==> src/hw/rtl/citt_pkg.sv <==
// Shared types, codes and defaults for the connection idle timeout table.
// Used by the entry cell, the remainder unit and the top level.
package citt_pkg;

    localparam int CONNECTIONS_DEF = 64;
    localparam int NOW_W = 32;
    localparam int CFG_W = 16;
    localparam int CONN_W = 6;

    localparam logic [1:0] ST_FREE = 2'd0;
    localparam logic [1:0] ST_WAIT = 2'd1;
    localparam logic [1:0] ST_ACTIVE = 2'd2;
    localparam logic [1:0] ST_CLOSING = 2'd3;

    localparam logic [1:0] KIND_ACCEPT = 2'd0;
    localparam logic [1:0] KIND_RECEIVE = 2'd1;
    localparam logic [1:0] KIND_CLOSE = 2'd2;
    localparam logic [1:0] KIND_TICK = 2'd3;

    localparam logic [1:0] ERR_OK = 2'd0;
    localparam logic [1:0] ERR_USED = 2'd1;
    localparam logic [1:0] ERR_UNKNOWN = 2'd2;

    localparam logic [1:0] CFG_FIRST_MSG = 2'd0;
    localparam logic [1:0] CFG_HEARTBEAT = 2'd1;
    localparam logic [1:0] CFG_GRANULE = 2'd2;

    localparam logic [CFG_W-1:0] FIRST_MSG_RST = 16'd5;
    localparam logic [CFG_W-1:0] HEARTBEAT_RST = 16'd60;
    localparam logic [CFG_W-1:0] GRANULE_RST = 16'd10;

    typedef struct packed {
        logic [1:0]       status;
        logic [NOW_W-1:0] stamp;
    } t_entry;

    typedef struct packed {
        logic             start;
        logic [NOW_W-1:0] dividend;
        logic [CFG_W-1:0] divisor;
    } t_rem_req;

endpackage

==> src/hw/rtl/citt_cell.sv <==
// One entry cell of the rotating table: holds status and stamp of one slot.
// Depends on citt_pkg for the entry type and status codes.
module citt_cell import citt_pkg::*; (
    input  logic   i_clk,
    input  logic   i_rst_n,
    input  logic   i_shift,
    input  t_entry i_entry,
    output t_entry o_entry
);

    logic [1:0]       r_status;
    logic [NOW_W-1:0] r_stamp;

    always_ff @(posedge i_clk) begin
        if (!i_rst_n) begin
            r_status <= ST_FREE;
        end else if (i_shift) begin
            r_status <= i_entry.status;
        end
    end

    always_ff @(posedge i_clk) begin
        if (i_shift) begin
            r_stamp <= i_entry.stamp;
        end
    end

    assign o_entry = '{status: r_status, stamp: r_stamp};

endmodule

==> src/hw/rtl/citt_rem.sv <==
// Bit-serial restoring remainder unit: dividend modulo a 16-bit divisor.
// Depends on citt_pkg for widths and the request struct.
module citt_rem import citt_pkg::*; (
    input  logic             i_clk,
    input  logic             i_rst_n,
    input  t_rem_req         i_req,
    output logic             o_done,
    output logic [CFG_W-1:0] o_rem
);

    localparam int CNT_W = $clog2(NOW_W + 1);

    logic             r_busy;
    logic [CNT_W-1:0] r_cnt;
    logic [NOW_W-1:0] r_shf;
    logic [CFG_W-1:0] r_div;
    logic [CFG_W-1:0] r_rem;
    logic             r_done;
    logic [CFG_W:0]   n_trial;

    always_comb begin
        n_trial = {r_rem, r_shf[NOW_W-1]};
    end

    always_ff @(posedge i_clk) begin
        if (!i_rst_n) begin
            r_busy <= 1'b0;
            r_done <= 1'b0;
            r_cnt  <= '0;
        end else begin
            r_done <= 1'b0;
            if (i_req.start) begin
                r_busy <= 1'b1;
                r_cnt  <= CNT_W'(NOW_W);
            end else if (r_busy) begin
                r_cnt <= r_cnt - CNT_W'(1);
                if (r_cnt == CNT_W'(1)) begin
                    r_busy <= 1'b0;
                    r_done <= 1'b1;
                end
            end
        end
    end

    always_ff @(posedge i_clk) begin
        if (i_req.start) begin
            r_shf <= i_req.dividend;
            r_div <= (i_req.divisor == '0) ? CFG_W'(1) : i_req.divisor;
            r_rem <= '0;
        end else if (r_busy) begin
            r_shf <= {r_shf[NOW_W-2:0], 1'b0};
            if (n_trial >= {1'b0, r_div}) begin
                r_rem <= CFG_W'(n_trial - {1'b0, r_div});
            end else begin
                r_rem <= n_trial[CFG_W-1:0];
            end
        end
    end

    assign o_done = r_done;
    assign o_rem  = r_rem;

endmodule

==> src/hw/rtl/connection_idle_timeout_table.sv <==
// Connection idle timeout table. One request at a time: a request passes
// through the 32-step remainder unit that rounds the time down to the
// granule and then through one full turn of the ring of CONNECTIONS entry
// cells, which passes each entry past the head once per request. A tick
// reports expired entries in ascending order; the scan holds while the
// output register is full. No clearing pass after reset.
module connection_idle_timeout_table import citt_pkg::*; #(
    parameter int CONNECTIONS = CONNECTIONS_DEF
) (
    input  logic              i_clk,
    input  logic              i_rst_n,
    input  logic              i_cfg_we,
    input  logic [1:0]        i_cfg_idx,
    input  logic [CFG_W-1:0]  i_cfg_data,
    input  logic              i_in_valid,
    output logic              o_in_stall,
    input  logic [1:0]        i_kind,
    input  logic [CONN_W-1:0] i_conn,
    input  logic [NOW_W-1:0]  i_now,
    output logic              o_out_valid,
    input  logic              i_out_stall,
    output logic [CONN_W-1:0] o_expired_conn,
    output logic              o_expired_valid,
    output logic [1:0]        o_error_code,
    output logic              o_last
);

    localparam int ID_W = $clog2(CONNECTIONS);
    localparam int W = (ID_W > CONN_W) ? ID_W : CONN_W;

    localparam logic [1:0] S_IDLE = 2'd0;
    localparam logic [1:0] S_DIV = 2'd1;
    localparam logic [1:0] S_SCAN = 2'd2;
    localparam logic [1:0] S_FIN = 2'd3;

    logic [CFG_W-1:0]  r_fmt, r_hbt, r_gran;
    logic [1:0]        r_state;
    logic [1:0]        r_kind;
    logic [W-1:0]      r_conn;
    logic [NOW_W-1:0]  r_now, r_rnow;
    logic [ID_W-1:0]   r_idx;
    logic [1:0]        r_err;
    logic              r_pend_v;
    logic [CONN_W-1:0] r_pend;
    logic              r_ov;
    logic [CONN_W-1:0] r_oc;
    logic              r_oev, r_olast;
    logic [1:0]        r_oerr;

    t_entry            w_ent [CONNECTIONS];
    t_entry            n_head;
    t_rem_req          w_req;
    logic              w_done;
    logic [CFG_W-1:0]  w_rem;
    logic              w_accept, w_out_free, w_hit, w_match, w_adv, w_emit, w_shift;
    logic [W-1:0]      w_idx_x;

    assign w_accept   = i_in_valid && (r_state == S_IDLE);
    assign o_in_stall = (r_state != S_IDLE);
    assign w_out_free = !r_ov || !i_out_stall;
    assign w_idx_x    = W'(r_idx);
    assign w_match    = (r_kind != KIND_TICK) && (w_idx_x == r_conn);

    assign w_req = '{start: w_accept, dividend: i_now, divisor: r_gran};

    citt_rem u_rem (
        .i_clk  (i_clk),
        .i_rst_n(i_rst_n),
        .i_req  (w_req),
        .o_done (w_done),
        .o_rem  (w_rem)
    );

    always_comb begin
        w_hit = 1'b0;
        if (r_kind == KIND_TICK) begin
            if (w_ent[0].status == ST_WAIT) begin
                w_hit = ({1'b0, w_ent[0].stamp} + (NOW_W+1)'(r_fmt)) < {1'b0, r_now};
            end else if (w_ent[0].status == ST_ACTIVE) begin
                w_hit = ({1'b0, w_ent[0].stamp} + (NOW_W+1)'(r_hbt)) < {1'b0, r_rnow};
            end
        end
    end

    assign w_emit  = w_hit && r_pend_v;
    assign w_adv   = !w_emit || w_out_free;
    assign w_shift = (r_state == S_SCAN) && w_adv;

    always_comb begin
        n_head = w_ent[0];
        if (w_hit) begin
            n_head.status = ST_CLOSING;
        end else if (w_match) begin
            case (r_kind)
                KIND_ACCEPT: begin
                    if (w_ent[0].status == ST_FREE) begin
                        n_head.status = ST_WAIT;
                        n_head.stamp  = r_now;
                    end
                end
                KIND_RECEIVE: begin
                    if (w_ent[0].status == ST_WAIT || w_ent[0].status == ST_ACTIVE) begin
                        n_head.status = ST_ACTIVE;
                        n_head.stamp  = r_rnow;
                    end
                end
                default: begin
                    n_head.status = ST_FREE;
                end
            endcase
        end
    end

    for (genvar j = 0; j < CONNECTIONS; j++) begin : g_cell
        citt_cell u_cell (
            .i_clk  (i_clk),
            .i_rst_n(i_rst_n),
            .i_shift(w_shift),
            .i_entry((j == CONNECTIONS - 1) ? n_head : w_ent[(j + 1) % CONNECTIONS]),
            .o_entry(w_ent[j])
        );
    end

    always_ff @(posedge i_clk) begin
        if (!i_rst_n) begin
            r_fmt  <= FIRST_MSG_RST;
            r_hbt  <= HEARTBEAT_RST;
            r_gran <= GRANULE_RST;
        end else if (i_cfg_we) begin
            unique case (i_cfg_idx)
                CFG_FIRST_MSG: r_fmt  <= i_cfg_data;
                CFG_HEARTBEAT: r_hbt  <= i_cfg_data;
                CFG_GRANULE:   r_gran <= i_cfg_data;
                default: ;
            endcase
        end
    end

    always_ff @(posedge i_clk) begin
        if (!i_rst_n) begin
            r_ov <= 1'b0;
        end else if ((w_shift && w_emit) || (r_state == S_FIN && w_out_free)) begin
            r_ov <= 1'b1;
        end else if (!i_out_stall) begin
            r_ov <= 1'b0;
        end
    end

    always_ff @(posedge i_clk) begin
        if (!i_rst_n) begin
            r_state  <= S_IDLE;
            r_pend_v <= 1'b0;
            r_idx    <= '0;
        end else begin
            unique case (r_state)
                S_IDLE: begin
                    if (w_accept) begin
                        r_state <= S_DIV;
                    end
                end
                S_DIV: begin
                    if (w_done) begin
                        r_state <= S_SCAN;
                        r_idx   <= '0;
                    end
                end
                S_SCAN: begin
                    if (w_adv) begin
                        if (w_hit) begin
                            r_pend_v <= 1'b1;
                        end
                        r_idx <= r_idx + ID_W'(1);
                        if (r_idx == ID_W'(CONNECTIONS - 1)) begin
                            r_state <= S_FIN;
                        end
                    end
                end
                default: begin
                    if (w_out_free) begin
                        r_pend_v <= 1'b0;
                        r_state  <= S_IDLE;
                    end
                end
            endcase
        end
    end

    always_ff @(posedge i_clk) begin
        if (w_accept) begin
            r_kind <= i_kind;
            r_conn <= W'(i_conn);
            r_now  <= i_now;
            r_err  <= ERR_UNKNOWN;
        end
        if (r_state == S_DIV && w_done) begin
            r_rnow <= r_now - NOW_W'(w_rem);
        end
        if (w_shift) begin
            if (w_hit) begin
                r_pend <= w_idx_x[CONN_W-1:0];
            end
            if (w_emit) begin
                r_oc    <= r_pend;
                r_oev   <= 1'b1;
                r_oerr  <= ERR_OK;
                r_olast <= 1'b0;
            end
            if (w_match) begin
                case (r_kind)
                    KIND_ACCEPT: r_err <= (w_ent[0].status == ST_FREE) ? ERR_OK : ERR_USED;
                    default:     r_err <= (w_ent[0].status == ST_FREE) ? ERR_UNKNOWN : ERR_OK;
                endcase
            end
        end
        if (r_state == S_FIN && w_out_free) begin
            r_olast <= 1'b1;
            if (r_kind == KIND_TICK) begin
                r_oc   <= r_pend_v ? r_pend : '0;
                r_oev  <= r_pend_v;
                r_oerr <= ERR_OK;
            end else begin
                r_oc   <= '0;
                r_oev  <= 1'b0;
                r_oerr <= r_err;
            end
        end
    end

    assign o_out_valid     = r_ov;
    assign o_expired_conn  = r_oc;
    assign o_expired_valid = r_oev;
    assign o_error_code    = r_oerr;
    assign o_last          = r_olast;

`ifndef NO_ASSERTIONS
    a_accept_div: assert property (@(posedge i_clk) disable iff (!i_rst_n)
        w_accept |=> (r_state == S_DIV))
        else $error("accepted request did not start rounding");
    a_idle_no_pend: assert property (@(posedge i_clk) disable iff (!i_rst_n)
        (r_state == S_IDLE) |-> !r_pend_v)
        else $error("pending expiry left over in idle");
    a_scan_hold: assert property (@(posedge i_clk) disable iff (!i_rst_n)
        (r_state == S_SCAN && !w_adv) |=> $stable(r_idx))
        else $error("scan advanced while output was blocked");
`endif

endmodule

==> config.mk <==
export PLATFORM = sky130hd
export DESIGN_NAME = connection_idle_timeout_table
export DESIGN_NICKNAME = d
export VERILOG_FILES = /design/src/hw/rtl/citt_pkg.sv /design/src/hw/rtl/citt_cell.sv /design/src/hw/rtl/citt_rem.sv /design/src/hw/rtl/connection_idle_timeout_table.sv
export SDC_FILE = /design/constraint.sdc
export NUM_CORES = 2
export LEC_CHECK = 0
export ABC_AREA = 1
export ABC_CLOCK_PERIOD_IN_PS = 35300
export BUFFER_PORTS_ARGS = -buffer_cell sky130_fd_sc_hd__buf_2
export CELL_PAD_IN_SITES_DETAIL_PLACEMENT = 1
export CELL_PAD_IN_SITES_GLOBAL_PLACEMENT = 2
export CORE_ASPECT_RATIO = 1.2
export CORE_MARGIN = 4
export CORE_UTILIZATION = 35
export DETAILED_ROUTE_END_ITERATION = 10
export GPL_ROUTABILITY_DRIVEN = 0
export PLACE_DENSITY = 0.7
export RECOVER_POWER = 25
export SYNTH_ARGS = -nofsm -noshare
export SYNTH_HDL_FRONTEND = slang
export SYNTH_SLANG_ARGS = --single-unit
export TNS_END_PERCENT = 30
==> constraint.sdc <==
create_clock -name i_clk -period 35.3 [get_ports i_clk]
set_clock_uncertainty 0.05 [all_clocks]
set_input_delay 7.06 -clock i_clk [delete_from_list [all_inputs] [get_ports i_clk]]
set_output_delay 7.06 -clock i_clk [all_outputs]
set_load 0.01 [all_outputs]
Yosys cells after proc, flatten, opt, wreduce, memory -nomap -nowiden
Index checks and enable logic that the tools add are counted.

word-level totals
  bits in registers = 2396
  ROM bits = 0
  latch bits = 0
  output and inout bits = 12
  bits of input ports = 63
  RAM bits = 0
  word-level logic and storage cells = 274
  memories = 0

operators by class
  shift operators = 0
  add/subtract/negate cells = 6
  divide/modulo/power cells = 0
  $mul = 0
  equality and inequality tests = 19
  reduce and logical (&&, ||, !) cells = 38
  bitwise operators = 3
  mux-type cells = 53
  order comparisons = 3

operators by type and width
  kind                                                              number
  34-bit two-way mux                                                3
  32-bit two-way mux                                                3
  32-bit by 16-bit adder with 33-bit output                         2
  33-bit by 32-bit less-than comparator with 1-bit output           2
  32-bit one-hot mux with 2 select lines                            1
  6-bit two-way mux                                                 9
  32-bit by 16-bit subtractor with 32-bit output                    1
  2-bit two-way mux                                                 15
  17-bit by 16-bit >= comparator with 1-bit output                  1
  1-bit two-way mux                                                 17
  16-bit zero test                                                  1
  16-bit two-way mux                                                1
  16-bit subtractor                                                 1
  6-bit one-hot mux with 2 select lines                             1
  2-bit AND reduction                                               6
  2-bit nonzero test                                                6
  2-bit == test (second input constant)                             5
  2-bit by 1-bit == test with 1-bit output (second input constant)  4
  2-bit zero test                                                   4
  2-bit inequality test (second input constant)                     4
  1-bit logical AND                                                 7
  6-bit by 1-bit adder with 6-bit output (second input constant)    1
  6-bit by 1-bit == test with 1-bit output (second input constant)  1
  6-bit == test                                                     1
  15 further kinds                                                  25

Logic depth before layout (Yosys ltp)
  depth after elaboration = 12
  gate-level depth with buffers = 30
  gate-level depth less buffers = 28

By module
From an unflattened synthesis, not the netlist that was laid out.

second synthesis, totals
  cells, all modules = 4843
  area, all modules = 82093.7 um^2

modules (own cells, without submodules)
  module                         seq. area each (um^2)  area each (um^2)  times used  cells an instance
  citt_cell                      1001.0                 1038.5            64          44
  connection_idle_timeout_table  3833.7                 11380.9           1           1487
  citt_rem                       1921.8                 4249.1            1           540

Worst setup path before layout
No wires, ideal clock.

  kind = input to register
  start point = input port i_out_stall
  end point = register g_cell[0].u_cell.r_stamp[0] (enable)
  stages on the path = 6
  data required time = 33.706 ns
  path slack = 2.956 ns
  library setup time = 1.544 ns
  buffers on the path = 1
  arrival = 30.750 ns
  cells stage by stage = nand2_1 -> nor2_1 -> nand3_2 -> nand2_4 -> inv_4 -> buf_2

on the way
  longest elaborated chain between the ends = 4

RTL lines
  item                          RTL line                             source
  start: declaration            connection_idle_timeout_table.sv:21  input logic i_out_stall,
  1-bit zero test               --
  1-bit logical OR              connection_idle_timeout_table.sv:60  assign w_out_free = !r_ov || !i_out_stall;
  1-bit logical OR              connection_idle_timeout_table.sv:86  assign w_adv = !w_emit || w_out_free;
  1-bit logical AND             connection_idle_timeout_table.sv:87  assign w_shift = (r_state == S_SCAN) && w_adv;
  via g_cell[0].u_cell.i_shift  citt_cell.sv:6                       input logic i_shift,
  end signal: assignment        citt_cell.sv:24                      r_stamp <= i_entry.stamp;
  end: declaration              citt_cell.sv:12                      logic [NOW_W-1:0] r_stamp;

The timed path passes the listed nets, and every way through them passes these cells.
A chain may end at the register's enable or synchronous reset.

Worst setup path in the final report
  start point = input port i_out_stall
  end point = register g_cell[21].u_cell.r_stamp[24] (enable)

on the way
  longest elaborated chain between the ends = 4

RTL lines
  item                    RTL line
  1-bit zero test         --
  1-bit logical OR        connection_idle_timeout_table.sv:60
  1-bit logical OR        connection_idle_timeout_table.sv:86
  1-bit logical AND       connection_idle_timeout_table.sv:87
  end signal: assignment  citt_cell.sv:24
  end: declaration        citt_cell.sv:12

Every way passes these cells.

==> run_results.csv <==
group,metric,value,unit
synthesis,synthXorXnorAreaFrac,0.0112,
critical_path,cp-start-kind,"primary input",
clock_tree,holdBufCountCts,0,
pwr,power_density,79.6,nW/um^2
timing,finalWorstSetupSlack,23370,ps
global_route,grt_pass1_wl,212,mm
critical_path,arrival,12310,ps
drt,wl_per_cell,17.4,um
synthesis,yosys-top-cells-area,"edfxtp_1, dfxtp_1, ha_1",
synthesis,yosysUniqueCellTypes,55,
global_route,track_usage,0.113,
final_layout,fill_cells,22246,
timing,setup-violations-final,0,
job,cap_violations,0,
synthesis,synth_top_family_by_area,"simple AND/OR/NAND/NOR gates",
synthesis,synthAdderAreaFrac,0.0226,
timing,rsz0062_at_grt,"false",
clock_tree,clock_sinks,2396,
place,placed_area,84500,sq um
synthesis,synthMuxAreaShare,0,
pwr,leakagePower,29.4,nW
final_layout,final_cell_mix,"edfxtp_1, nand2_1, nor2_1, inv_1, clkbuf_16",
synthesis,yosys_most_used_dff,"edfxtp_1",
synthesis,synth-edff-count,2183,
synthesis,yosys.area_share.simple,0.0485,
synthesis,synth-compound-area-share,0.0324,
final_layout,drive_above_1_share,0.0940,
final_layout,final_cells,7877,
worst_hold_path,min_from,"g_cell[52].u_cell.r_stamp[12]",
synthesis,async_flop_share,0,
synthesis,synth_top_area_frac,0.813,
synthesis,seq_area_frac_synth,0.866,
synthesis,syn_area,80600,sq um
final_layout,syn2layout_area_growth,13.9,%
clock_tree,tritoncts.num_buffers,224,
drt,routed_wirelength,137,mm
global_route,grt_max_degree,210,
final_layout,final_util,0.402,
clock_tree,root_buffer,"clkbuf_16",
global_route,grt_antenna_before_repair,26,
floorplan,start_util,0.353,
drt,num_vias,35219,
drt,firstDrtPassIters,5,
timing,tightest_slew,1220,ps
floorplan,die-area,238000,sq um
clock_tree,cts_tree,"built",
global_route,grt-ovfl-total,0,
critical_path,cp-end-kind,"flop",
clock_tree,cts_htree_levels,4,
critical_path,reg2reg_from,"g_cell[0].u_cell.r_stamp[2]",
synthesis,yosys.area.top_type,"edfxtp_1",
drt,postRouteAntennaNets,0,
timing,hold_viol,0,
clock_tree,clkTransAtPathRegs,60,ps
critical_path,cp_max_fo,209,
global_route,first_global_vias,36512,
floorplan,top_level_ports,75,
clock_tree,postCtsSetupBuffers,0,
floorplan,die_w,446,um
critical_path,startpoint,"i_out_stall",
synthesis,synthCells,4451,
timing,max_freq,83.8,MHz
timing,min_period,11930,ps
place,dp.cells,7464,
clock_tree,clock_latency,860,ps
synthesis,yosys_warnings,0,
drt,dr.first_iter.drc_count,2613,
synthesis,avgSynthCellArea,18.1,sq um
final_layout,finish.instance_area,91800,sq um
drt,viasPerCell,4.47,
place,io_buffers,74,
floorplan,coreArea,228000,sq um
critical_path,crit_type,"in -> reg",
final_layout,layout_commonest_cell,"edfxtp_1",
synthesis,ys_ff_latch,2396,
timing,fin_tns_setup,0,ps
drt,route.detailed.drc,0,
timing,drv_slew,0,
worst_hold_path,hold_path_class,"reg -> reg",
final_layout,fin_nets,4889,
place,detailed_place_hpwl,82.1,mm
synthesis,synth_nets,4657,
critical_path,required,35680,ps
clock_tree,clk_path_buf_depth,4,
place,pre_cts_slack,22440,ps
floorplan,rows,192,
clock_tree,post_cts_resized,0,
timing,max_slew_margin,0.187,
run_status,status,"complete, no violations",
floorplan,die_h,534,um
pwr,vdd_drop_max,0.0000489,V
timing,period_share,0.338,
## cells by family (layout without fill, tap and decap cells)
| logic type | count (synthesis) | in the layout |
|---|---|---|
| DFF | 2396 | 2396 |
| and+or+nand+nor | 975 | 975 |
| AOI/OAI and AO/OA | 475 | 475 |
| buffers and inverters | 359 | 771 |
| adders and majority gates | 143 | 143 |
| xor gates and xnor gates | 103 | 103 |
| other | 0 | 7 |
## area by class of cell
type | count | area, sq um | share of cell area
antenna | 7 | 17.5 | 0.000191
clock buffer | 267 | 5860 | 0.0638
clock inverter | 139 | 1420 | 0.0155
inverter | 259 | 991 | 0.0108
multi-input combinational | 1696 | 9250 | 0.101
sequential | 2396 | 69800 | 0.761
tap | 3007 | 3760 | 0.0410
timing repair buffer | 106 | 676 | 0.00736
## Yosys cell counts (2+ instances only)
master	instances
or2_2	2
a21o_1	8
nand3_1	53
buf_8	9
o21ai_0	142
nor2_1	420
o21a_1	4
nand3_2	5
xnor2_1	23
buf_2	17
dfxtp_1	213
a211oi_1	3
buf_1	3
a31oi_1	11
clkinv_1	2
nor4_1	7
a21oi_2	2
a21oi_1	124
buf_6	5
nor3_1	25
edfxtp_1	2183
ha_1	139
o221ai_1	11
nand4_1	16
inv_1	255
o22ai_1	38
a22o_1	11
o211ai_1	4
o21bai_1	2
fa_1	4
clkbuf_1	64
xor2_1	80
a21boi_0	2
nand2_1	432
o21ai_1	105
nand2_2	8
## worst max-delay path, cell delays in order
cell     delay [ps]
buf_2           110
nand2_1         200
nor2_1          140
nand3_2         130
nand2_4         280
inv_16          630
buf_4           820
buf_4           810
buf_12          720
buf_12          690
## metal layers
metal,track usage,vias up,part of all wire
li1,-,16792,-
met3,0.0191,267,0.037
met1,0.163,17672,0.48
met4,0.0376,0,0.031
met2,0.175,488,0.45
met5,0,-,0
## power breakdown
group / switching, mW / internal [mW] / total [mW] / leakage, nW
logic: 0.601 / 0.195 / 0.795 / 6.05
registers: 0.188 / 3.95 / 4.14 / 19.8
clock network: 1.00 / 1.37 / 2.38 / 3.54
total: 1.79 / 5.52 / 7.31 / 29.4
## state kept, by name (all words and copies together), names as in the netlist, 6 cells and up
name,flops
g_cell.u_cell.r_stamp,2048
g_cell.u_cell.r_status,128
o_expired_conn,6
r_conn,6
r_fmt,16
r_gran,16
r_hbt,16
r_idx,6
r_now,32
r_pend,6
r_rnow,32
u_rem.o_rem,16
u_rem.r_cnt,6
u_rem.r_div,16
u_rem.r_shf,32
## path summary, 6_finish.rpt
kind / slack [ps] / to / cells after the start
worst max-delay path: 23370 / g_cell[21].u_cell.r_stamp[24] / 10
worst min-delay path: 320 / g_cell[51].u_cell.r_stamp[12] / 0
worst max register to register: 25890 / g_cell[21].u_cell.r_stamp[24] / 30
worst min register to register: 320 / g_cell[51].u_cell.r_stamp[12] / 0
## stage by stage
| stage | power [mW] | hold WS (ps) |
|---|---|---|
| 3_5_place_dp | 5.02 | 355 |
| 3_3_place_gp | 4.96 | 351 |
| 5_1_grt | 7.71 | 323 |
| 6_report | 7.31 | 315 |
| 2_1_floorplan | 5.39 | 350 |
| 4_1_cts | 7.44 | 312 |
No activity file was read; power rests on OpenSTA's default activity.
